[config.mk]
export PLATFORM = sky130hd
export DESIGN_NAME = gdc_command_parser_top_flat
export DESIGN_NICKNAME = d
export VERILOG_FILES = /design/src/design/gdc_pkg.sv /design/src/design/gdc_if.sv /design/src/design/gdc_command_parser_top.sv /design/src/design/gdc_front.sv /design/src/design/gdc_queue.sv /design/src/design/gdc_back.sv /design/src/flat_wrapper.sv
export SDC_FILE = /design/constraint.sdc
export NUM_CORES = 1
export LEC_CHECK = 0
export BUFFER_PORTS_ARGS = -buffer_cell sky130_fd_sc_hd__buf_4
export CAP_MARGIN = 10
export CORE_MARGIN = 2
export CORE_UTILIZATION = 30
export CTS_CLUSTER_SIZE = 25
export DETAILED_ROUTE_END_ITERATION = 7
export HOLD_SLACK_MARGIN = 0.12
export PLACE_DENSITY = 0.44
export SKIP_LAST_GASP = 1
export SYNTH_ARGS = -nofsm -noshare
export SYNTH_HDL_FRONTEND = slang
export SYNTH_SLANG_ARGS = --single-unit
[constraint.sdc]
create_clock -name clock -period 10.8 [get_ports clock]
set_input_delay 1.08 -clock clock [delete_from_list [all_inputs] [get_ports clock]]
set_output_delay 1.08 -clock clock [all_outputs]
set_load 0.05 [all_outputs]
[src/design/gdc_pkg.sv]
// ----------------------------------------------------------------------------
// gdc_pkg
// Shared types, codes and the setting value decode of the display controller
// command parser.
// ----------------------------------------------------------------------------
package gdc_pkg;

   // Field widths of the channels
   localparam int SETTING_W = 5;
   localparam int INDEX_W   = 4;
   localparam int VALUE_W   = 18;
   localparam int BYTE_W    = 8;
   localparam int STEP_W    = 4;
   localparam int DATA_W    = 64;

   // Command opcodes
   localparam logic [7:0] CMD_RESET    = 8'h00;
   localparam logic [7:0] CMD_BLANK    = 8'h0C;
   localparam logic [7:0] CMD_SYNC     = 8'h0E;
   localparam logic [7:0] CMD_PITCH    = 8'h47;
   localparam logic [7:0] CMD_CURPOS   = 8'h49;
   localparam logic [7:0] CMD_CURSETUP = 8'h4B;
   localparam logic [7:0] CMD_START    = 8'h6B;
   localparam logic [7:0] CMD_VSYNC    = 8'h6E;
   localparam logic [7:0] CMD_RAMLOAD  = 8'h70;
   localparam logic [7:0] CMD_NONE     = 8'hFF;

   // Parameter counts
   localparam logic [STEP_W-1:0] TIMING_BYTES = 4'd8;
   localparam logic [STEP_W-1:0] CURSOR_BYTES = 4'd3;

   // Setting codes
   localparam logic [SETTING_W-1:0] SET_DISPLAY_ENABLE = 5'd0;
   localparam logic [SETTING_W-1:0] SET_IDLE           = 5'd1;
   localparam logic [SETTING_W-1:0] SET_MASTER_SYNC    = 5'd2;
   localparam logic [SETTING_W-1:0] SET_PITCH          = 5'd3;
   localparam logic [SETTING_W-1:0] SET_RAM_BYTE       = 5'd4;
   localparam logic [SETTING_W-1:0] SET_CURSOR_ADDR    = 5'd5;
   localparam logic [SETTING_W-1:0] SET_CURSOR_ENABLE  = 5'd6;
   localparam logic [SETTING_W-1:0] SET_ROW_LINES      = 5'd7;
   localparam logic [SETTING_W-1:0] SET_BLINK_RATE     = 5'd8;
   localparam logic [SETTING_W-1:0] SET_BLINKING       = 5'd9;
   localparam logic [SETTING_W-1:0] SET_CURSOR_TOP     = 5'd10;
   localparam logic [SETTING_W-1:0] SET_CURSOR_BOTTOM  = 5'd11;
   localparam logic [SETTING_W-1:0] SET_DRAW_RETRACE   = 5'd12;
   localparam logic [SETTING_W-1:0] SET_REFRESH        = 5'd13;
   localparam logic [SETTING_W-1:0] SET_DISPLAY_MODE   = 5'd14;
   localparam logic [SETTING_W-1:0] SET_FRAMING        = 5'd15;
   localparam logic [SETTING_W-1:0] SET_ACTIVE_WORDS   = 5'd16;
   localparam logic [SETTING_W-1:0] SET_HSYNC_WIDTH    = 5'd17;
   localparam logic [SETTING_W-1:0] SET_VSYNC_WIDTH    = 5'd18;
   localparam logic [SETTING_W-1:0] SET_H_FRONT        = 5'd19;
   localparam logic [SETTING_W-1:0] SET_H_BACK         = 5'd20;
   localparam logic [SETTING_W-1:0] SET_V_FRONT        = 5'd21;
   localparam logic [SETTING_W-1:0] SET_ACTIVE_LINES   = 5'd22;
   localparam logic [SETTING_W-1:0] SET_V_BACK         = 5'd23;

   // One queued job: a run of consecutive setting codes decoded from data
   typedef struct packed {
      logic [SETTING_W-1:0] setting_first;
      logic [STEP_W-1:0]    last_offset;
      logic [INDEX_W-1:0]   index;
      logic [DATA_W-1:0]    data;
   } gdc_job_type;

   typedef struct packed {
      logic        valid;
      gdc_job_type job;
   } gdc_push_type;

   // Decode the value of one setting from a job's data word. For the
   // parameter-driven settings the data word is the parameter byte image,
   // byte i at bits [8i+7:8i].
   function automatic logic [VALUE_W-1:0] setting_value(
      input logic [SETTING_W-1:0] setting,
      input logic [DATA_W-1:0]    data
   );
      logic [VALUE_W-1:0] val;
      logic [5:0]         blink;
      blink = {1'b0, data[18:16], data[15:14]};
      if (blink == 6'd0) begin
         blink = 6'h20;
      end
      val = '0;
      unique case (setting)
         SET_DISPLAY_ENABLE: val = {17'd0, data[0]};
         SET_IDLE:           val = {17'd0, data[1]};
         SET_MASTER_SYNC:    val = {17'd0, data[0]};
         SET_PITCH:          val = {9'd0, data[8:0]};
         SET_RAM_BYTE:       val = {10'd0, data[7:0]};
         SET_CURSOR_ADDR:    val = data[17:0];
         SET_CURSOR_ENABLE:  val = {17'd0, data[7]};
         SET_ROW_LINES:      val = {13'd0, data[4:0]};
         SET_BLINK_RATE:     val = {11'd0, blink, 1'b0};
         SET_BLINKING:       val = {17'd0, ~data[13]};
         SET_CURSOR_TOP:     val = {13'd0, data[12:8]};
         SET_CURSOR_BOTTOM:  val = {13'd0, data[23:19]};
         SET_DRAW_RETRACE:   val = {17'd0, data[4]};
         SET_REFRESH:        val = {17'd0, data[2]};
         SET_DISPLAY_MODE:   val = {16'd0, data[5], data[1]};
         SET_FRAMING:        val = {16'd0, data[3], data[0]};
         SET_ACTIVE_WORDS:   val = {9'd0, 9'({1'b0, data[15:8]} + 9'd2)};
         SET_HSYNC_WIDTH:    val = {12'd0, 6'({1'b0, data[20:16]} + 6'd1)};
         SET_VSYNC_WIDTH:    val = {13'd0, data[25:24], data[23:21]};
         SET_H_FRONT:        val = {11'd0, 7'({1'b0, data[31:26]} + 7'd1)};
         SET_H_BACK:         val = {11'd0, 7'({1'b0, data[37:32]} + 7'd1)};
         SET_V_FRONT:        val = {12'd0, data[45:40]};
         SET_ACTIVE_LINES:   val = {8'd0, data[57:56], data[55:48]};
         SET_V_BACK:         val = {12'd0, data[63:58]};
         default:            val = '0;
      endcase
      return val;
   endfunction

endpackage

[src/design/gdc_if.sv]
// ----------------------------------------------------------------------------
// gdc_if
// Valid/ready channels of the command parser: request words in, setting
// updates out.
// ----------------------------------------------------------------------------
interface gdc_req_if;
   logic       valid;
   logic       ready;
   logic       op;
   logic [7:0] data_byte;

   modport source (output valid, output op, output data_byte, input ready);
   modport sink   (input valid, input op, input data_byte, output ready);
endinterface

interface gdc_rsp_if;
   logic        valid;
   logic        ready;
   logic [4:0]  setting;
   logic [3:0]  index;
   logic [17:0] value;
   logic        last;

   modport source (output valid, output setting, output index, output value,
                   output last, input ready);
   modport sink   (input valid, input setting, input index, input value,
                   input last, output ready);
endinterface

[src/design/gdc_command_parser_top.sv]
// ----------------------------------------------------------------------------
// gdc_command_parser_top
// Command and parameter decoder of a graphics display controller.
// ----------------------------------------------------------------------------
// Usage:
//   req_port carries one queue word per request: op = 1 for a command byte,
//   op = 0 for a parameter byte, data_byte holds the opcode or value.
//   rsp_port carries setting updates (setting, index, value, last); last
//   marks the final update caused by a request. Requests that cause no
//   update (unknown commands, surplus parameters) produce nothing.
//   A request is decoded in the cycle it is accepted and queued as one job;
//   its first update goes through the job queue and the output register.
//   The expansion stage emits one update per cycle while rsp_port does not
//   stall. A request has 1 or 2 updates for most, 2 or 4 for a cursor setup
//   byte and 12 for the timing decode of a reset or sync command.
//   Requests are taken every cycle while the job queue (QUEUE_DEPTH jobs)
//   has room; when rsp_port stalls, the output register holds and the queue
//   fills, then req_port.ready drops.
//   Reset (synchronous) clears the active command to none, the parameter
//   step, the cursor address, the RAM write pointer, the queue and the
//   output register.
// ----------------------------------------------------------------------------
module gdc_command_parser_top #(
   parameter int PARAM_RAM_BYTES = 16,
   parameter int QUEUE_DEPTH     = 2
) (
   input  logic       clock,
   input  logic       reset,
   gdc_req_if.sink    req_port,
   gdc_rsp_if.source  rsp_port
);

   gdc_pkg::gdc_push_type push;
   gdc_pkg::gdc_job_type  head;
   logic                  queue_full;
   logic                  head_valid;
   logic                  pop;

   gdc_front #(
      .PARAM_RAM_BYTES (PARAM_RAM_BYTES)
   ) u_front (
      .clock      (clock),
      .reset      (reset),
      .req_port   (req_port),
      .queue_full (queue_full),
      .push       (push)
   );

   gdc_queue #(
      .DEPTH (QUEUE_DEPTH)
   ) u_queue (
      .clock      (clock),
      .reset      (reset),
      .push       (push),
      .pop        (pop),
      .full       (queue_full),
      .head_valid (head_valid),
      .head       (head)
   );

   gdc_back u_back (
      .clock      (clock),
      .reset      (reset),
      .head_valid (head_valid),
      .head       (head),
      .pop        (pop),
      .rsp_port   (rsp_port)
   );

endmodule

[src/design/gdc_front.sv]
// ----------------------------------------------------------------------------
// gdc_front
// Accepts command and parameter words, tracks the parser state and turns
// each request into at most one job for the expansion stage.
// ----------------------------------------------------------------------------
module gdc_front #(
   parameter int PARAM_RAM_BYTES = 16
) (
   input  logic                  clock,
   input  logic                  reset,
   gdc_req_if.sink               req_port,
   input  logic                  queue_full,
   output gdc_pkg::gdc_push_type push
);

   logic [7:0]                   active_cmd_ff, active_cmd_in;
   logic [gdc_pkg::STEP_W-1:0]   step_ff, step_in, step_nx;
   logic [gdc_pkg::VALUE_W-1:0]  cursor_ff, cursor_in;
   logic [gdc_pkg::INDEX_W-1:0]  ptr_ff, ptr_in;
   logic [7:0]                   bytes_ff [8];
   logic [7:0]                   bytes_new [8];
   logic                         byte_we;
   logic [gdc_pkg::DATA_W-1:0]   image;
   logic                         accept;
   logic [7:0]                   v;

   assign req_port.ready = ~queue_full;
   assign accept         = req_port.valid & req_port.ready;
   assign v              = req_port.data_byte;
   assign step_nx        = step_ff + 4'd1;

   // Build the parameter byte image with the incoming byte merged in
   always_comb begin
      for (int i = 0; i < 8; i++) begin
         bytes_new[i] = (byte_we && step_ff[2:0] == 3'(i)) ? v : bytes_ff[i];
         image[i*8 +: 8] = bytes_new[i];
      end
   end

   // Classify the request and decide the state update and job
   always_comb begin
      active_cmd_in = active_cmd_ff;
      step_in       = step_ff;
      cursor_in     = cursor_ff;
      ptr_in        = ptr_ff;
      byte_we       = 1'b0;
      push          = '0;
      if (accept) begin
         if (req_port.op) begin
            active_cmd_in = v;
            step_in       = '0;
            priority if (v == gdc_pkg::CMD_RESET) begin
               push.valid             = 1'b1;
               push.job.setting_first = gdc_pkg::SET_DISPLAY_ENABLE;
               push.job.last_offset   = 4'd1;
               push.job.data          = 64'd2;
            end else if (v[7:1] == gdc_pkg::CMD_BLANK[7:1] ||
                         v[7:1] == gdc_pkg::CMD_SYNC[7:1]) begin
               push.valid             = 1'b1;
               push.job.setting_first = gdc_pkg::SET_DISPLAY_ENABLE;
               push.job.data          = {63'd0, v[0]};
               active_cmd_in          = {v[7:1], 1'b0};
            end else if (v == gdc_pkg::CMD_START) begin
               push.valid             = 1'b1;
               push.job.setting_first = gdc_pkg::SET_IDLE;
            end else if (v[7:1] == gdc_pkg::CMD_VSYNC[7:1]) begin
               push.valid             = 1'b1;
               push.job.setting_first = gdc_pkg::SET_MASTER_SYNC;
               push.job.data          = {63'd0, v[0]};
               active_cmd_in          = {v[7:1], 1'b0};
            end else if (v[7:4] == gdc_pkg::CMD_RAMLOAD[7:4]) begin
               ptr_in        = v[3:0];
               active_cmd_in = gdc_pkg::CMD_RAMLOAD;
            end else begin
               active_cmd_in = v;
            end
         end else begin
            priority if (active_cmd_ff == gdc_pkg::CMD_RESET ||
                         active_cmd_ff == gdc_pkg::CMD_SYNC) begin
               // collect eight timing bytes, decode on the last
               if (step_ff < gdc_pkg::TIMING_BYTES) begin
                  byte_we = 1'b1;
                  step_in = step_nx;
                  if (step_nx == gdc_pkg::TIMING_BYTES) begin
                     push.valid             = 1'b1;
                     push.job.setting_first = gdc_pkg::SET_DRAW_RETRACE;
                     push.job.last_offset   = 4'd11;
                     push.job.data          = image;
                  end
               end
            end else if (active_cmd_ff == gdc_pkg::CMD_PITCH) begin
               if (step_ff == '0) begin
                  step_in                = step_nx;
                  push.valid             = 1'b1;
                  push.job.setting_first = gdc_pkg::SET_PITCH;
                  push.job.data          = (v == 8'd0) ? 64'h100 : {56'd0, v};
               end
            end else if (active_cmd_ff == gdc_pkg::CMD_CURPOS) begin
               // cursor address low, middle, then top two bits
               if (step_ff < gdc_pkg::CURSOR_BYTES) begin
                  byte_we = 1'b1;
                  step_in = step_nx;
                  priority if (step_ff == 4'd0) begin
                     cursor_in = {cursor_ff[17:8], v};
                  end else if (step_ff == 4'd1) begin
                     cursor_in = {cursor_ff[17:16], v, cursor_ff[7:0]};
                  end else begin
                     cursor_in = {v[1:0], cursor_ff[15:0]};
                  end
                  push.valid             = 1'b1;
                  push.job.setting_first = gdc_pkg::SET_CURSOR_ADDR;
                  push.job.data          = {46'd0, cursor_in};
               end
            end else if (active_cmd_ff == gdc_pkg::CMD_CURSETUP) begin
               if (step_ff < gdc_pkg::CURSOR_BYTES) begin
                  byte_we = 1'b1;
                  step_in = step_nx;
                  if (step_ff == 4'd0) begin
                     push.valid             = 1'b1;
                     push.job.setting_first = gdc_pkg::SET_CURSOR_ENABLE;
                     push.job.last_offset   = 4'd1;
                     push.job.data          = image;
                  end else if (step_ff == 4'd2) begin
                     push.valid             = 1'b1;
                     push.job.setting_first = gdc_pkg::SET_BLINK_RATE;
                     push.job.last_offset   = 4'd3;
                     push.job.data          = image;
                  end
               end
            end else if (active_cmd_ff == gdc_pkg::CMD_RAMLOAD) begin
               // store at the write pointer, then advance with wrap
               push.valid             = 1'b1;
               push.job.setting_first = gdc_pkg::SET_RAM_BYTE;
               push.job.index         = ptr_ff;
               push.job.data          = {56'd0, v};
               ptr_in = (ptr_ff == gdc_pkg::INDEX_W'(PARAM_RAM_BYTES - 1)) ?
                        '0 : ptr_ff + 4'd1;
            end else begin
               // drop parameters of unknown or blank commands
               step_in = step_ff;
            end
         end
      end
   end

   // Control state
   always_ff @(posedge clock) begin
      if (reset) begin
         active_cmd_ff <= gdc_pkg::CMD_NONE;
         step_ff       <= '0;
         cursor_ff     <= '0;
         ptr_ff        <= '0;
      end else begin
         active_cmd_ff <= active_cmd_in;
         step_ff       <= step_in;
         cursor_ff     <= cursor_in;
         ptr_ff        <= ptr_in;
      end
   end

   // Parameter bytes, undefined until written
   always_ff @(posedge clock) begin
      for (int i = 0; i < 8; i++) begin
         bytes_ff[i] <= bytes_new[i];
      end
   end

   a_timing_at_eighth: assert property (@(posedge clock) disable iff (reset)
      push.valid && push.job.setting_first == gdc_pkg::SET_DRAW_RETRACE
      |=> step_ff == gdc_pkg::TIMING_BYTES)
      else $error("timing decode issued before eighth parameter");

endmodule

[src/design/gdc_queue.sv]
// ----------------------------------------------------------------------------
// gdc_queue
// Small job queue between the request decoder and the update expansion.
// ----------------------------------------------------------------------------
module gdc_queue #(
   parameter int DEPTH = 2
) (
   input  logic                  clock,
   input  logic                  reset,
   input  gdc_pkg::gdc_push_type push,
   input  logic                  pop,
   output logic                  full,
   output logic                  head_valid,
   output gdc_pkg::gdc_job_type  head
);

   localparam int PTR_W = (DEPTH > 1) ? $clog2(DEPTH) : 1;
   localparam int CNT_W = $clog2(DEPTH + 1);

   gdc_pkg::gdc_job_type mem_ff [DEPTH];
   logic [PTR_W-1:0]     wr_ptr_ff, wr_ptr_in;
   logic [PTR_W-1:0]     rd_ptr_ff, rd_ptr_in;
   logic [CNT_W-1:0]     count_ff, count_in;
   logic                 do_push;
   logic                 do_pop;

   assign full       = (count_ff == CNT_W'(DEPTH));
   assign head_valid = (count_ff != '0);
   assign head       = mem_ff[rd_ptr_ff];
   assign do_push    = push.valid;
   assign do_pop     = pop;

   // Advance pointers with wrap and track fill level
   always_comb begin
      wr_ptr_in = wr_ptr_ff;
      rd_ptr_in = rd_ptr_ff;
      count_in  = count_ff;
      if (do_push) begin
         wr_ptr_in = (wr_ptr_ff == PTR_W'(DEPTH - 1)) ? '0 : wr_ptr_ff + 1'b1;
      end
      if (do_pop) begin
         rd_ptr_in = (rd_ptr_ff == PTR_W'(DEPTH - 1)) ? '0 : rd_ptr_ff + 1'b1;
      end
      if (do_push && !do_pop) begin
         count_in = count_ff + 1'b1;
      end else if (do_pop && !do_push) begin
         count_in = count_ff - 1'b1;
      end
   end

   always_ff @(posedge clock) begin
      if (reset) begin
         wr_ptr_ff <= '0;
         rd_ptr_ff <= '0;
         count_ff  <= '0;
      end else begin
         wr_ptr_ff <= wr_ptr_in;
         rd_ptr_ff <= rd_ptr_in;
         count_ff  <= count_in;
      end
   end

   // Job storage
   always_ff @(posedge clock) begin
      if (do_push) begin
         mem_ff[wr_ptr_ff] <= push.job;
      end
   end

   a_no_overflow: assert property (@(posedge clock) disable iff (reset)
      do_push |-> !full)
      else $error("job pushed into full queue");

   a_no_underflow: assert property (@(posedge clock) disable iff (reset)
      do_pop |-> head_valid)
      else $error("job popped from empty queue");

endmodule

[src/design/gdc_back.sv]
// ----------------------------------------------------------------------------
// gdc_back
// Expands each queued job into its run of setting updates, one per cycle
// whenever the output register is free or being taken, into that register.
// ----------------------------------------------------------------------------
module gdc_back (
   input  logic                 clock,
   input  logic                 reset,
   input  logic                 head_valid,
   input  gdc_pkg::gdc_job_type head,
   output logic                 pop,
   gdc_rsp_if.source            rsp_port
);

   logic [gdc_pkg::STEP_W-1:0]    step_ff, step_in;
   logic                          out_valid_ff, out_valid_in;
   logic [gdc_pkg::SETTING_W-1:0] setting_ff, setting_cur;
   logic [gdc_pkg::INDEX_W-1:0]   index_ff;
   logic [gdc_pkg::VALUE_W-1:0]   value_ff;
   logic                          last_ff;
   logic                          load;
   logic                          emit;
   logic                          is_last;

   assign load        = ~out_valid_ff | rsp_port.ready;
   assign emit        = load & head_valid;
   assign setting_cur = head.setting_first + {1'b0, step_ff};
   assign is_last     = (step_ff == head.last_offset);
   assign pop         = emit & is_last;

   // Step through the job, restart at the next one
   always_comb begin
      step_in      = step_ff;
      out_valid_in = out_valid_ff;
      if (load) begin
         out_valid_in = head_valid;
      end
      if (emit) begin
         step_in = is_last ? '0 : step_ff + 4'd1;
      end
   end

   always_ff @(posedge clock) begin
      if (reset) begin
         step_ff      <= '0;
         out_valid_ff <= 1'b0;
      end else begin
         step_ff      <= step_in;
         out_valid_ff <= out_valid_in;
      end
   end

   // Output payload register
   always_ff @(posedge clock) begin
      if (emit) begin
         setting_ff <= setting_cur;
         index_ff   <= head.index;
         value_ff   <= gdc_pkg::setting_value(setting_cur, head.data);
         last_ff    <= is_last;
      end
   end

   assign rsp_port.valid   = out_valid_ff;
   assign rsp_port.setting = setting_ff;
   assign rsp_port.index   = index_ff;
   assign rsp_port.value   = value_ff;
   assign rsp_port.last    = last_ff;

   a_step_in_range: assert property (@(posedge clock) disable iff (reset)
      head_valid |-> step_ff <= head.last_offset)
      else $error("expansion step past end of job");

   a_step_restart: assert property (@(posedge clock) disable iff (reset)
      pop |=> step_ff == '0)
      else $error("expansion step not cleared after job");

endmodule

[src/flat_wrapper.sv]
// flat-port wrapper written by rule: the top's interface ports become plain ports
module gdc_command_parser_top_flat 
#(
   parameter int PARAM_RAM_BYTES = 16,
   parameter int QUEUE_DEPTH     = 2
)
  (clock, reset, req_port_valid, req_port_op, req_port_data_byte, req_port_ready, rsp_port_valid, rsp_port_setting, rsp_port_index, rsp_port_value, rsp_port_last, rsp_port_ready);
  gdc_req_if req_port_i ();
  gdc_rsp_if rsp_port_i ();
  input  logic clock;
  input  logic reset;
  input wire logic [$bits(req_port_i.valid)-1:0] req_port_valid;
  input wire logic [$bits(req_port_i.op)-1:0] req_port_op;
  input wire logic [$bits(req_port_i.data_byte)-1:0] req_port_data_byte;
  output wire logic [$bits(req_port_i.ready)-1:0] req_port_ready;
  output wire logic [$bits(rsp_port_i.valid)-1:0] rsp_port_valid;
  output wire logic [$bits(rsp_port_i.setting)-1:0] rsp_port_setting;
  output wire logic [$bits(rsp_port_i.index)-1:0] rsp_port_index;
  output wire logic [$bits(rsp_port_i.value)-1:0] rsp_port_value;
  output wire logic [$bits(rsp_port_i.last)-1:0] rsp_port_last;
  input wire logic [$bits(rsp_port_i.ready)-1:0] rsp_port_ready;
  assign req_port_i.valid = req_port_valid;
  assign req_port_i.op = req_port_op;
  assign req_port_i.data_byte = req_port_data_byte;
  assign req_port_ready = req_port_i.ready;
  assign rsp_port_valid = rsp_port_i.valid;
  assign rsp_port_setting = rsp_port_i.setting;
  assign rsp_port_index = rsp_port_i.index;
  assign rsp_port_value = rsp_port_i.value;
  assign rsp_port_last = rsp_port_i.last;
  assign rsp_port_i.ready = rsp_port_ready;
  gdc_command_parser_top #(.PARAM_RAM_BYTES(PARAM_RAM_BYTES), .QUEUE_DEPTH(QUEUE_DEPTH)) u_core (.clock(clock), .reset(reset), .req_port(req_port_i), .rsp_port(rsp_port_i));
endmodule
# Word-level counts from Yosys, hierarchy flattened
# Memory sizes are Yosys's and may differ from the RTL's. A register that Yosys moved wholly into a read port is not among the register bits.
# Cells that the tools add are included.
[word_totals] wordCells=222 latch_bits=0 regBits=71 inputBits=13 romBits=0 out_inout_bits=30 ram_bits=218 memories=2
[memory_table] name="u_core.u_queue.mem_ff" depth=2 word_bits=77 rd=1 rd_clocked_by_memory_dff=1 write_ports=1 line_no="gdc_queue.sv:20" text="gdc_pkg::gdc_job_type mem_ff [DEPTH];"
[memory_table] name="u_core.u_front.bytes_ff" depth=8 word_bits=8 rd=8 rd_clocked_by_memory_dff=0 write_ports=8 line_no="gdc_front.sv:20" text="logic [7:0] bytes_ff [8];"
[op_classes] reduce_logical=29 bitwise_logic=10 n_addsub=12 order_cmp=2 n_div=0 n_eq_ne=57 multipliers=0 shifts=0 muxes=97
[ops] operator="2-to-1 mux 64 bit" n=10
[ops] operator="one-hot mux 18 bit (23 select lines)" n=1
[ops] operator="2-to-1 mux 8 bit" n=15
[ops] operator="2-to-1 mux 4 bit" n=25
[ops] operator="2-to-1 mux 78 bit" n=1
[ops] operator="2-to-1 mux 10 bit" n=7
[ops] operator="2-to-1 mux 68 bit" n=1
[ops] operator="2-to-1 mux 6 bit" n=11
[ops] operator="2-to-1 mux 18 bit" n=3
[ops] operator="== test 5 x 4 -> 1 bit (second input constant)" n=8
[ops] operator="== test 5 bit (second input constant)" n=8
[ops] operator="== test 8 x 7 -> 1 bit (second input constant)" n=5
[ops] operator="== test 5 x 3 -> 1 bit (second input constant)" n=4
[ops] operator="2-to-1 mux 1 bit" n=18
[ops] operator="2-to-1 mux 9 bit" n=2
[ops] operator="logical NOT 8 bit" n=2
[ops] operator="!= test 2 bit (second input constant)" n=8
[ops] operator="adder 6 x 1 -> 7 bit (second input constant)" n=2
[ops] operator="== test 7 x 3 -> 1 bit (second input constant)" n=2
[ops] operator="adder 4 x 1 -> 4 bit (second input constant)" n=3
[ops] operator="== test 3 bit (second input constant)" n=4
[ops] operator="AND reduction 11 bit" n=1
[ops] operator="== test 5 x 2 -> 1 bit (second input constant)" n=2
[ops] operator="logical AND 1 bit" n=10
[ops] operator="37 further kinds" n=54

# Longest topological paths before layout
# Gate-level depths: netlist of run 1.
[logic_depth] ltp_word=23 mapped_depth=18 depth_no_buf=12

# Modules after synthesis
# Synthesis of run 1 repeated with hierarchy kept, for this count alone.
[unflattened] hier_cells=1109 hier_area_um2=13459.2
[modules_own_cells] mod="gdc_queue" n_inst=1 seq_area_each_um2=4724.5 area_each_um2=5899.4 cells_per_inst=262
[modules_own_cells] mod="gdc_front" n_inst=1 seq_area_each_um2=1961.9 area_each_um2=4986.0 cells_per_inst=566
[modules_own_cells] mod="gdc_back" n_inst=1 seq_area_each_um2=940.9 area_each_um2=2573.7 cells_per_inst=281

# Worst setup path before layout of run 1
# Ideal clock, no wire load.
[synth_timing] kind="in2reg" start="input req_port_data_byte[1]" end="memory u_core.u_queue.mem_ff[0][0] in the netlist's numbering, enable pin" slack_ps=5223 path_buffers=1 setup_time_ps=498 t_required_ps=10302 path_stages=6 t_arrival_ps=5078 path_cell_list="clkbuf_1 > and3_1 > o2111ai_1 > a41o_1 > a31o_2 > nor2_1"
[synth_between] elab_chain_len=9 word_cells_on_any_way=14 classes_between="eq/ne (4); mux (8); reduce/logical (2)"
[synth_rtl] item="start: declaration" line_no="flat_wrapper.sv:14" text="input wire logic [$bits(req_port_i.data_byte)-1:0] req_port_data_byte;"
[synth_rtl] item="== test 7 x 6 -> 1 bit" line_no="gdc_front.sv:66" text="end else if (v[7:1] == gdc_pkg::CMD_VSYNC[7:1]) begin"
[synth_rtl] item="2-to-1 mux 6 bit" line_no="gdc_front.sv:66"
[synth_rtl] item="2-to-1 mux 6 bit" line_no="gdc_front.sv:63" text="end else if (v == gdc_pkg::CMD_START) begin"
[synth_rtl] item="2-to-1 mux 6 bit" line_no="gdc_front.sv:57" text="end else if (v[7:1] == gdc_pkg::CMD_BLANK[7:1] ||"
[synth_rtl] item="2-to-1 mux 6 bit *" line_no="gdc_front.sv:52" text="priority if (v == gdc_pkg::CMD_RESET) begin"
[synth_rtl] item="2-to-1 mux 10 bit *" line_no="gdc_front.sv:49" text="if (req_port.op) begin"
[synth_rtl] item="2-to-1 mux 78 bit *" line_no="gdc_front.sv:48" text="if (accept) begin"
[synth_rtl] item="2-to-1 mux 1 bit *" line_no="gdc_queue.sv:65" text="if (do_push) begin"
[synth_rtl] item="2-to-1 mux 1 bit (not written as such) *" line_no="gdc_queue.sv:66" text="mem_ff[wr_ptr_ff] <= push.job;"
[synth_rtl] item="end: declaration" line_no="gdc_queue.sv:20"
# Every way passes the cells marked *; elsewhere a longest branch is shown, timed or not.

==> summary.txt, run 1 <==
Route
  – Vias per cell: 4.94
  – First-pass iteration count of the detailed router: 5
  – Routed wire per std cell: 20.9 um
  – Iteration-0 DRC Markers: 451
  – WL final: 32300 um
  – Residual DRC: 0
  – Via count: 7660
  – Routed Antenna Nets: 0

Placement
  – I/O Buffers: 42
  – Post-DP HPWL: 21500 um
  – Placed instance count: 1490
  – Gp weighted congestion: 0.887

STA
  – Setup_tns: 0 ns
  – Pins Over Slew Limit: 0
  – Slew HR: 30.6%
  – Maximum clock frequency: 224 MHz
  – RSZ-0062 raised after global routing: false
  – Setup-failing EPs final: 0
  – Final worst path period need: 4.46 ns
  – Worst-Margin Slew: 1.04 ns
  – Layout Skew: 0.0331 ns
  – Worst Hold Margin: 0.465 ns
  – Final period util: 41.3%
  – Final Hold Fails: 0

Hold path
  – Hold Crit Class: register to register
  – Worst Hold Endpoint: u_core.u_front.bytes_ff[1][1]$_DFF_P_
  – Hold path startpoint: u_core.u_front.bytes_ff[1][1]$_DFF_P_
  – Worst Hold Depth: 1

Layout
  – Utilization after layout: 35.1%
  – Commonest non-fill, non-tap cells in the layout: 168 x edfxtp_1, 103 x dfxtp_1, 75 x mux2i_1
  – Layout cell share with drive strength beyond 1: 20.5%
  – Final nets: 1025
  – Commonest non-fill, non-tap cell in the layout: edfxtp_1
  – Final Non-Filler Cells: 1551
  – Area delta synth->final: 15.7%
  – Antenna Cells: 0

Power and ir drop
  – Worst vdd ir: 0.0779 mV
  – Clock share of power: 44.1%
  – Int Power: 0.00192 W
  – Total power: 0.00258 W
  – Sw Share: 25.5%
  – PwrDens: 181 nW/um^2
  – Comb power frac: 11.0%
  – Switching power: 0.000657 W
  – Leak: 5.18 nW
  – Reg power frac: 44.9%

CTS
  – Post-CTS Setup Repair Bufs: 0
  – Worst-skew pair later-pin latency: 0.53 ns
  – Bufs on Longest Clock Path: 3
  – Hold Buf Count CTS: 0
  – Worst-path clk slew: 0.06 ns
  – Root Buffer: clkbuf_16
  – Clock Sinks: 272
  – Cts repair resizes: 0
  – CTS Buf Count: 34
  – CTS tree: done
  – H-tree Lvls: 2

Critical path
  – FF-to-FF setup slack: 6.34 ns
  – Crit path max fanout: 34
  – Critical Path Start Type: register
  – CP Data Arrival Time: 4.70 ns
  – R2r worst-path depth: 12
  – Crit Path Category: register to register
  – Worst path required time: 11.05 ns
  – Worst Setup End Kind: register
  – RR Endpoint: u_core.u_back.rsp_port.value[1]$_DFFE_PP_

Floorplanning
  – Number of I/O pins: 43
  – Die X-Extent: 207 um
  – DIE AREA: 42700 sq um
  – DIE HEIGHT: 207 um
  – Starting density of the core: 30.3%
  – Core area: 40600 sq um
  – Row cnt: 74

Global routing
  – GR Overflow Total: 0
  – Vias in the first global route: 7544
  – Largest net degree at the start of global routing: 71
  – First-pass GRT wire length: 48800 um
  – Initial antenna violation count: 0
  – GRT Total Usage: 15.5%

Logic synthesis
  – Synth area leader: edfxtp_1
  – Synth Flop Type: edfxtp_1
  – Synth top area share: 40.9%
  – Synth cell types: 83
  – Cell Area, Synth: 12300 sq um
  – Flop and latch count out of synthesis: 272
  – Cells after Synth: 961
  – Largest cells by area after synthesis: edfxtp_1 41%, dfxtp_1 17%, mux2i_1 6.1%
  – Sequential share of the synthesized area: 57.8%
  – Avg Cell Area, Syn: 12.8 sq um
  – Asr flop ratio synth: 0%
  – Mapped Nets: 992
  – Synth warn: 0
  – Post-synth EDFFs: 168

Outcome
  – Outcome: finished clean

Run
  – Max Cap Viol: 0
through the flow:
stage          setup WS [ns]  area (sq um)
4_1_cts                 6.30         14300
3_3_place_gp            6.40         13100
6_report                6.34         14300
5_1_grt                 6.03         14300
2_1_floorplan           5.22         12300
3_5_place_dp            6.32         13100
synth_stat cells, types with 16 or more instances:
master,n
a21oi_1,22
and2_1,50
buf_2,16
clkbuf_1,30
dfxtp_1,104
edfxtp_1,168
ha_1,17
inv_1,22
mux2_2,59
mux2i_1,75
nand2_1,38
nor2_1,69
nor3_1,21
layout make-up:
cell class / instances / area (sq um)
inverters: 24 / 90.1
flip-flops and latches: 272 / 7130
fillers: 3976 / 26400
well taps: 532 / 666
multi-input cells: 612 / 4880
clock buffers: 39 / 901
repair buffers: 50 / 375
clock inverters: 22 / 219
sequential cells by signal, indices dropped and copies added (netlist names), named ones only:
signal,count
u_core.u_queue.mem_ff,140
u_core.u_front.bytes_ff,60
u_core.u_back.rsp_port.value,18
u_core.u_front.cursor_ff,18
u_core.u_front.active_cmd_ff,8
u_core.u_back.rsp_port.setting,5
u_core.u_back.rsp_port.index,4
u_core.u_back.step_ff,4
u_core.u_front.ptr_ff,4
u_core.u_front.step_ff,4
u_core.u_queue.count_ff,2
u_core.u_back.rsp_port.last,1
u_core.u_back.rsp_port.valid,1
u_core.u_queue.rd_ptr_ff,1
u_core.u_queue.wr_ptr_ff,1
critical path, stage by stage, from the launching register on:
cell and delay (ns):
dfxtp_4 0.71, mux2_2 0.27, ha_1 0.23, inv_1 0.08
fa_1 0.58, or4b_4 0.61, o22ai_4 0.23, o21ai_2 0.18
mux4_1 0.34, ha_1 0.31, a21oi_1 0.14, o2111ai_1 0.12
or3_1 0.36
worst max path at each step:
stage	to	slack [ns]	cells past startpoint
after floorplan	u_core.u_queue.mem_ff[0][0]$_DFFE_PP_	5.22	6
after global placement	u_core.u_back.rsp_port.value[1]$_DFFE_PP_	6.40	12
after detailed placement	u_core.u_back.rsp_port.value[1]$_DFFE_PP_	6.32	12
after CTS	u_core.u_back.rsp_port.value[1]$_DFFE_PP_	6.30	12
after global routing	u_core.u_back.rsp_port.value[1]$_DFFE_PP_	6.03	12
final	u_core.u_back.rsp_port.value[1]$_DFFE_PP_	6.34	12
cell families (layout without fill, tap and decap cells):
group                    count (synthesis)  in the layout  synth area share, %
buffers and inverters                   77            135                 2.69
AO/OA/AOI/OAI                          143            143                 8.93
XOR/XNOR                                22             22                 1.72
flip-flops                             272            272                 57.8
multiplexers                           157            157                 15.0
adder cells (fa/ha/maj)                 18             18                 1.89
AND/OR/NAND/NOR                        272            272                 12.0
per-layer routing:
layer	GRT usage, %	up-vias	part of all wire (%)
li1	-	3682	-
met1	22.7	3796	50
met2	23.4	142	45
met3	2.78	40	3.1
met4	4.46	0	1.9
met5	0	-	0
power by group through the flow:
stage          Sequential, W  Combinational [W]  Clock [W]
2_1_floorplan        0.00123           0.000144          0
3_3_place_gp         0.00118           0.000286          0
3_5_place_dp         0.00118           0.000285          0
4_1_cts              0.00116           0.000286    0.00117
5_1_grt              0.00116           0.000305    0.00121
6_report             0.00116           0.000283    0.00114
Note: power is estimated with default switching activity, not from simulation.
==> inputs of run 2 (changes only) <==
==> constraint.sdc (replaced) <==
create_clock -name clock -period 4.44 [get_ports clock]
set_input_delay 0.444 -clock clock [delete_from_list [all_inputs] [get_ports clock]]
set_output_delay 0.444 -clock clock [all_outputs]
set_load 0.05 [all_outputs]
==> run 2 against run 1 <==
Clock-buffer cell count is 1 lower. Global-route usage decreased by 0.070 points. Cell count is 0.90% higher. Utilization increased by 0.22 points. Clock power rose by 120%. Critical path depth stayed put. Via count rose by 1.1%. Combinational power rose to 2.5 times the previous value. Sequential power is 140% higher. Non-clock buffer count rose by 19. First-iteration DRC count up 5.1%. Critical endpoint unchanged.
==> summary.txt, run 2 (same netlist as run 1, synthesis figures left out) <==
STA
  – Setup ws final: 0.395 ns (was 6.34 ns)
  – RSZ-0062 raised after global routing: false (unchanged)
  – Final Hold Fails: 0 (unchanged)
  – Maximum clock frequency: 247 MHz (was 224 MHz)
  – Worst-Margin Slew: 0.980 ns (was 1.04 ns)
  – Final worst path period need: 4.05 ns (was 4.46 ns)
  – Slew HR: 32.8% (was 30.6%)
  – Setup-failing EPs final: 0 (unchanged)
  – Pins Over Slew Limit: 0 (unchanged)
  – Final period util: 91.1% (was 41.3%)
  – Layout Skew: 0.0160 ns (was 0.0331 ns)
  – Worst Hold Margin: 0.172 ns (was 0.465 ns)

Route
  – Via count: 7745 (was 7660)
  – Routed Antenna Nets: 0 (unchanged)
  – Iteration-0 DRC Markers: 474 (was 451)
  – First-pass iteration count of the detailed router: 5 (unchanged)
  – Vias per cell: 4.95 (was 4.94)
  – WL final: 32100 um (was 32300 um)
  – Routed wire per std cell: 20.5 um (was 20.9 um)
  – Residual DRC: 0 (unchanged)

Critical path
  – Crit Path Category: register to register (unchanged)
  – Worst Setup End Kind: register (unchanged)
  – Worst path required time: 4.75 ns (was 11.05 ns)
  – Critical Path Start Type: register (unchanged)
  – CP Data Arrival Time: 4.36 ns (was 4.70 ns)
  – Crit path max fanout: 11 (was 34)

CTS
  – Clock Sinks: 272 (unchanged)
  – Cts repair resizes: 0 (unchanged)
  – Worst-skew pair later-pin latency: 0.58 ns (was 0.53 ns)
  – CTS tree: done (unchanged)
  – Worst-path clk slew: 0.06 ns (about the same)
  – Bufs on Longest Clock Path: 3 (unchanged)
  – Root Buffer: clkbuf_16 (unchanged)
  – Post-CTS Setup Repair Bufs: 0 (unchanged)
  – Hold Buf Count CTS: 0 (unchanged)
  – CTS Buf Count: 30 (was 34)
  – H-tree Lvls: 1 (was 2)

Layout
  – Layout cell share with drive strength beyond 1: 22.3% (was 20.5%)
  – Antenna Cells: 0 (unchanged)
  – Area delta synth->final: 16.5% (was 15.7%)
  – Utilization after layout: 35.3% (was 35.1%)
  – Commonest non-fill, non-tap cell in the layout: edfxtp_1 (unchanged)
  – Biggest register: u_core.u_queue.mem_ff (unchanged)
  – Biggest regs: u_core.u_queue.mem_ff x140, u_core.u_front.bytes_ff x60 (unchanged)
  – Post-route cell area: 14400 sq um (was 14300 sq um)
  – Final nets: 1040 (was 1025)
  – Commonest non-fill, non-tap cells in the layout: 168 x edfxtp_1, 103 x dfxtp_1, 75 x mux2i_1 (unchanged)
  – Max reg flops: 140 (unchanged)

Power and ir drop
  – Reg power frac: 46.3% (was 44.9%)
  – Worst vdd ir: 0.262 mV (was 0.0779 mV)
  – Int Power: 0.00449 W (was 0.00192 W)
  – Switching power: 0.00158 W (was 0.000657 W)
  – Clock share of power: 42.0% (was 44.1%)
  – PwrDens: 422 nW/um^2 (was 181 nW/um^2)
  – Comb power frac: 11.7% (was 11.0%)
  – Sw Share: 26.0% (was 25.5%)
  – Leak: 5.24 nW (was 5.18 nW)

Floorplanning
  – DIE AREA: 42700 sq um (unchanged)
  – DIE HEIGHT: 207 um (unchanged)
  – Row cnt: 74 (unchanged)
  – Die X-Extent: 207 um (unchanged)
  – Starting density of the core: 30.3% (unchanged)
  – Core area: 40600 sq um (unchanged)
  – Number of I/O pins: 43 (unchanged)

Global routing
  – Initial antenna violation count: 0 (unchanged)
  – Largest net degree at the start of global routing: 42 (was 71)
  – Vias in the first global route: 7767 (was 7544)
  – GRT Total Usage: 15.5% (about the same)
  – GR Overflow Total: 0 (unchanged)
  – First-pass GRT wire length: 49200 um (was 48800 um)

Placement
  – Gp weighted congestion: 0.878 (was 0.887)
  – Dpl ws: 0.379 ns (was 6.32 ns)
  – Post-DP HPWL: 22200 um (was 21500 um)
  – Post-place instance area: 13300 sq um (was 13100 sq um)
  – I/O Buffers: 42 (unchanged)

Run
  – Max Cap Viol: 0 (unchanged)

Hold path
  – Hold Crit Class: primary input to register (was register to register)

Outcome
  – Outcome: finished clean (unchanged)
==> run 2: through the flow <==
step	TNS, ns	cells	power (W)
floorplan	-116.53	961	0.00334
global placement	0	1509	0.00358
detailed placement	0	1509	0.00357
CTS	0	1565	0.00613
global route	0	1565	0.00630
finish	0	1565	0.00606
==> run 2: path summary, 6_finish.rpt <==
| check | from | endpoint | slack [ns] | cells after the start |
|---|---|---|---|---|
| worst max register to register | register | u_core.u_back.rsp_port.value[1]$_DFFE_PP_ | 0.39 | 12 |
| worst min-delay path | rsp_port_ready | u_core.u_back.rsp_port.valid$_SDFFE_PP0P_ | 0.17 | 3 |
| worst max-delay path | register | u_core.u_back.rsp_port.value[1]$_DFFE_PP_ | 0.39 | 12 |
| worst min register to register | u_core.u_front.bytes_ff[0][29]$_DFF_P_ | u_core.u_front.bytes_ff[0][29]$_DFF_P_ | 0.47 | 1 |
==> run 2: area by class of cell <==
cell class                 instances  area [sq um]
clock buffer                      38           831
multi-input combinational        612          4870
timing repair buffer              69           568
clock inverter                    18           191
fill                            3981         26300
sequential                       272          7130
inverter                          24          90.1
tap                              532           666
==> run 2: critical path, cell delays in order (launching register included) <==
cell and delay, ns:
dfxtp_4 0.40, mux2_2 0.24, ha_1 0.22, inv_1 0.08, fa_1 0.58, or4b_4 0.61
o22ai_4 0.21, o21ai_2 0.18, mux4_2 0.37, ha_1 0.30, a21oi_1 0.13, o2111ai_1 0.12
or3_1 0.35
==> run 2: layer usage <==
layer / GRT usage, % / wire (um) / up-vias / part of all wire (%)
li1: - / - / 3706 / -
met1: 21.8 / 15700 / 3844 / 49
met2: 24.5 / 14400 / 149 / 45
met3: 2.29 / 1340 / 46 / 4.2
met4: 4.87 / 719 / 0 / 2.2
met5: 0 / 0 / - / 0
==> run 2: power groups by stage <==
| stage | clock [W] | sequential, W | combinational, W |
|---|---|---|---|
| finish | 0.00255 | 0.00280 | 0.000710 |
| global route | 0.00272 | 0.00281 | 0.000765 |
| CTS | 0.00261 | 0.00281 | 0.000717 |
| detailed placement | 0 | 0.00286 | 0.000714 |
| global placement | 0 | 0.00286 | 0.000720 |
| floorplan | 0 | 0.00299 | 0.000355 |
==> inputs of run 3 (changes only) <==
--- a/config.mk
+++ b/config.mk
@@ -12,7 +12,7 @@
 export CTS_CLUSTER_SIZE = 25
 export DETAILED_ROUTE_END_ITERATION = 7
 export HOLD_SLACK_MARGIN = 0.12
-export PLACE_DENSITY = 0.44
+export PLACE_DENSITY_LB_ADDON = 0.08
 export SKIP_LAST_GASP = 1
 export SYNTH_ARGS = -nofsm -noshare
 export SYNTH_HDL_FRONTEND = slang
==> run 3 against run 2 <==
Register-to-register slack improved by 0.07 ns. Cell area fell by 0.51%. Non-clock buffer count shrank 5. Critical path depth is 1 higher. Via count about the same. Die area is the same. Wire length is 3.4% higher. Utilization fell by 0.18 points. Sequential power about the same. Highest routed layer is now met5. Sequential cell count unchanged. Clock power barely moved.
==> summary.txt, run 3 (same netlist as run 1, synthesis figures left out) <==
STA
  – Setup_tns: 0 ns (unchanged)
  – Setup-failing EPs final: 0 (unchanged)
  – RSZ-0062 raised after global routing: false (unchanged)
  – Layout Skew: 0.00763 ns (was 0.0160 ns)
  – Maximum clock frequency: 252 MHz (was 247 MHz)
  – Slew HR: 33.4% (was 32.8%)
  – Setup ws final: 0.464 ns (was 0.395 ns)
  – Pins Over Slew Limit: 0 (unchanged)
  – Final period util: 89.6% (was 91.1%)
  – Worst-Margin Slew: 0.972 ns (was 0.980 ns)
  – Final worst path period need: 3.98 ns (was 4.05 ns)
  – Final Hold Fails: 0 (unchanged)

Power and ir drop
  – PwrDens: 424 nW/um^2 (was 422 nW/um^2)
  – Total power: 0.00606 W (about the same)
  – Worst vdd ir: 0.279 mV (was 0.262 mV)
  – Leak: 5.20 nW (was 5.24 nW)

Hold path
  – Worst Hold Depth: 3 (unchanged)
  – Hold path startpoint: rsp_port_ready (unchanged)
  – Hold Crit Class: primary input to register (unchanged)

CTS
  – Post-CTS Setup Repair Bufs: 0 (unchanged)
  – Worst-path clk slew: 0.06 ns (about the same)
  – Hold Buf Count CTS: 0 (unchanged)
  – Worst-skew pair later-pin latency: 0.56 ns (was 0.58 ns)
  – Cts repair resizes: 0 (unchanged)
  – Clock Sinks: 272 (unchanged)
  – CTS Buf Count: 31 (was 30)
  – Bufs on Longest Clock Path: 3 (unchanged)
  – Root Buffer: clkbuf_16 (unchanged)
  – H-tree Lvls: 1 (unchanged)
  – CTS tree: done (unchanged)

Floorplanning
  – DIE AREA: 42700 sq um (unchanged)
  – DIE HEIGHT: 207 um (unchanged)
  – Starting density of the core: 30.3% (unchanged)
  – Number of I/O pins: 43 (unchanged)
  – Die X-Extent: 207 um (unchanged)
  – Row cnt: 74 (unchanged)
  – Core area: 40600 sq um (unchanged)

Global routing
  – GR Overflow Total: 0 (unchanged)
  – Vias in the first global route: 7702 (was 7767)
  – Initial antenna violation count: 2 (was 0)
  – Largest net degree at the start of global routing: 61 (was 42)
  – First-pass GRT wire length: 50100 um (was 49200 um)
  – GRT Total Usage: 15.8% (was 15.5%)

Critical path
  – CP Data Arrival Time: 4.28 ns (was 4.36 ns)
  – Crit path max fanout: 9 (was 11)
  – R2r worst-path depth: 13 (was 12)
  – Critical Path Start Type: register (unchanged)
  – Worst Setup End Kind: register (unchanged)
  – Crit Path Category: register to register (unchanged)
  – Worst path required time: 4.75 ns (about the same)

Route
  – Via count: 7741 (was 7745)
  – Routed wire per std cell: 21.3 um (was 20.5 um)
  – Vias per cell: 4.96 (was 4.95)
  – Routed Antenna Nets: 0 (unchanged)
  – WL final: 33200 um (was 32100 um)
  – Residual DRC: 0 (unchanged)
  – Iteration-0 DRC Markers: 557 (was 474)
  – First-pass iteration count of the detailed router: 5 (unchanged)

Layout
  – Area delta synth->final: 15.9% (was 16.5%)
  – Antenna Cells: 0 (unchanged)
  – Commonest non-fill, non-tap cells in the layout: 168 x edfxtp_1, 103 x dfxtp_1, 75 x mux2i_1 (unchanged)
  – Biggest register: u_core.u_queue.mem_ff (unchanged)
  – Utilization after layout: 35.1% (was 35.3%)
  – Layout cell share with drive strength beyond 1: 21.2% (was 22.3%)
  – Max reg flops: 140 (unchanged)
  – Biggest regs: u_core.u_queue.mem_ff x140, u_core.u_front.bytes_ff x60 (unchanged)
  – Commonest non-fill, non-tap cell in the layout: edfxtp_1 (unchanged)
  – Final nets: 1036 (was 1040)
  – Fillcell total: 3990 (was 3981)

Outcome
  – Outcome: finished clean (unchanged)

Placement
  – Post-DP HPWL: 21900 um (was 22200 um)
  – I/O Buffers: 42 (unchanged)
  – Gp weighted congestion: 0.865 (was 0.878)
  – Dpl ws: 0.444 ns (was 0.379 ns)

Run
  – Max Cap Viol: 0 (unchanged)
==> run 3: changes by cell type in the layout (fill, tap and decap cells not counted), sizes merged <==
cell,previous run,this run
clkbuf,38,44
buf,69,64
clkinv,15,11
clkinvlp,1,0
==> run 3: per-layer routing <==
layer  track usage (%)  part of all wire, %  up-vias
met3              2.17                  4.0       43
met5                 0                0.027        -
li1                  -                    -     3695
met1              23.4                   50     3850
met2              24.4                   44      151
met4              3.88                  1.8        2
==> run 3: final timing paths <==
path                                                     to  slack, ns
setup / recovery  u_core.u_back.rsp_port.value[1]$_DFFE_PP_       0.46
setup reg to reg  u_core.u_back.rsp_port.value[1]$_DFFE_PP_       0.46
hold reg to reg       u_core.u_front.bytes_ff[1][3]$_DFF_P_       0.47
hold / removal    u_core.u_back.rsp_port.valid$_SDFFE_PP0P_       0.18
==> run 3: critical path, stage by stage, from the launching register on <==
cell	delay, ns
dfxtp_4	0.36
mux2_2	0.23
ha_1	0.24
inv_1	0.08
fa_1	0.39
buf_4	0.19
or4b_4	0.55
o22ai_4	0.21
o21ai_2	0.17
mux4_2	0.38
ha_1	0.33
a21oi_1	0.13
o2111ai_1	0.12
or3_1	0.35
==> run 3: layout make-up <==
cell class                 instances  area [sq um]  share of cell area [%]
multi-input combinational        612          4870                    34.1
clock inverter                    13           145                    1.02
tap                              532           666                    4.66
timing repair buffer              64           505                    3.54
inverter                          24          90.1                   0.631
sequential                       272          7130                    49.9
clock buffer                      44           865                    6.06
==> run 3: where the power goes <==
part           total (W)  switching, W  internal (W)  leakage (nW)
Clock            0.00254       0.00102       0.00152         0.492
Combinational   0.000715      0.000496      0.000219          2.20
Sequential       0.00280     0.0000367       0.00277          2.50
==> run 3: per-stage QoR <==
| stage | cells | hold WS [ns] | area (sq um) |
|---|---|---|---|
| final | 1561 | 0.179 | 14300 |
| after global placement | 1504 | 0.450 | 13300 |
| after global routing | 1561 | 0.196 | 14300 |
| after floorplan | 961 | 0.434 | 12300 |
| after detailed placement | 1504 | 0.454 | 13300 |
| after CTS | 1561 | 0.144 | 14300 |
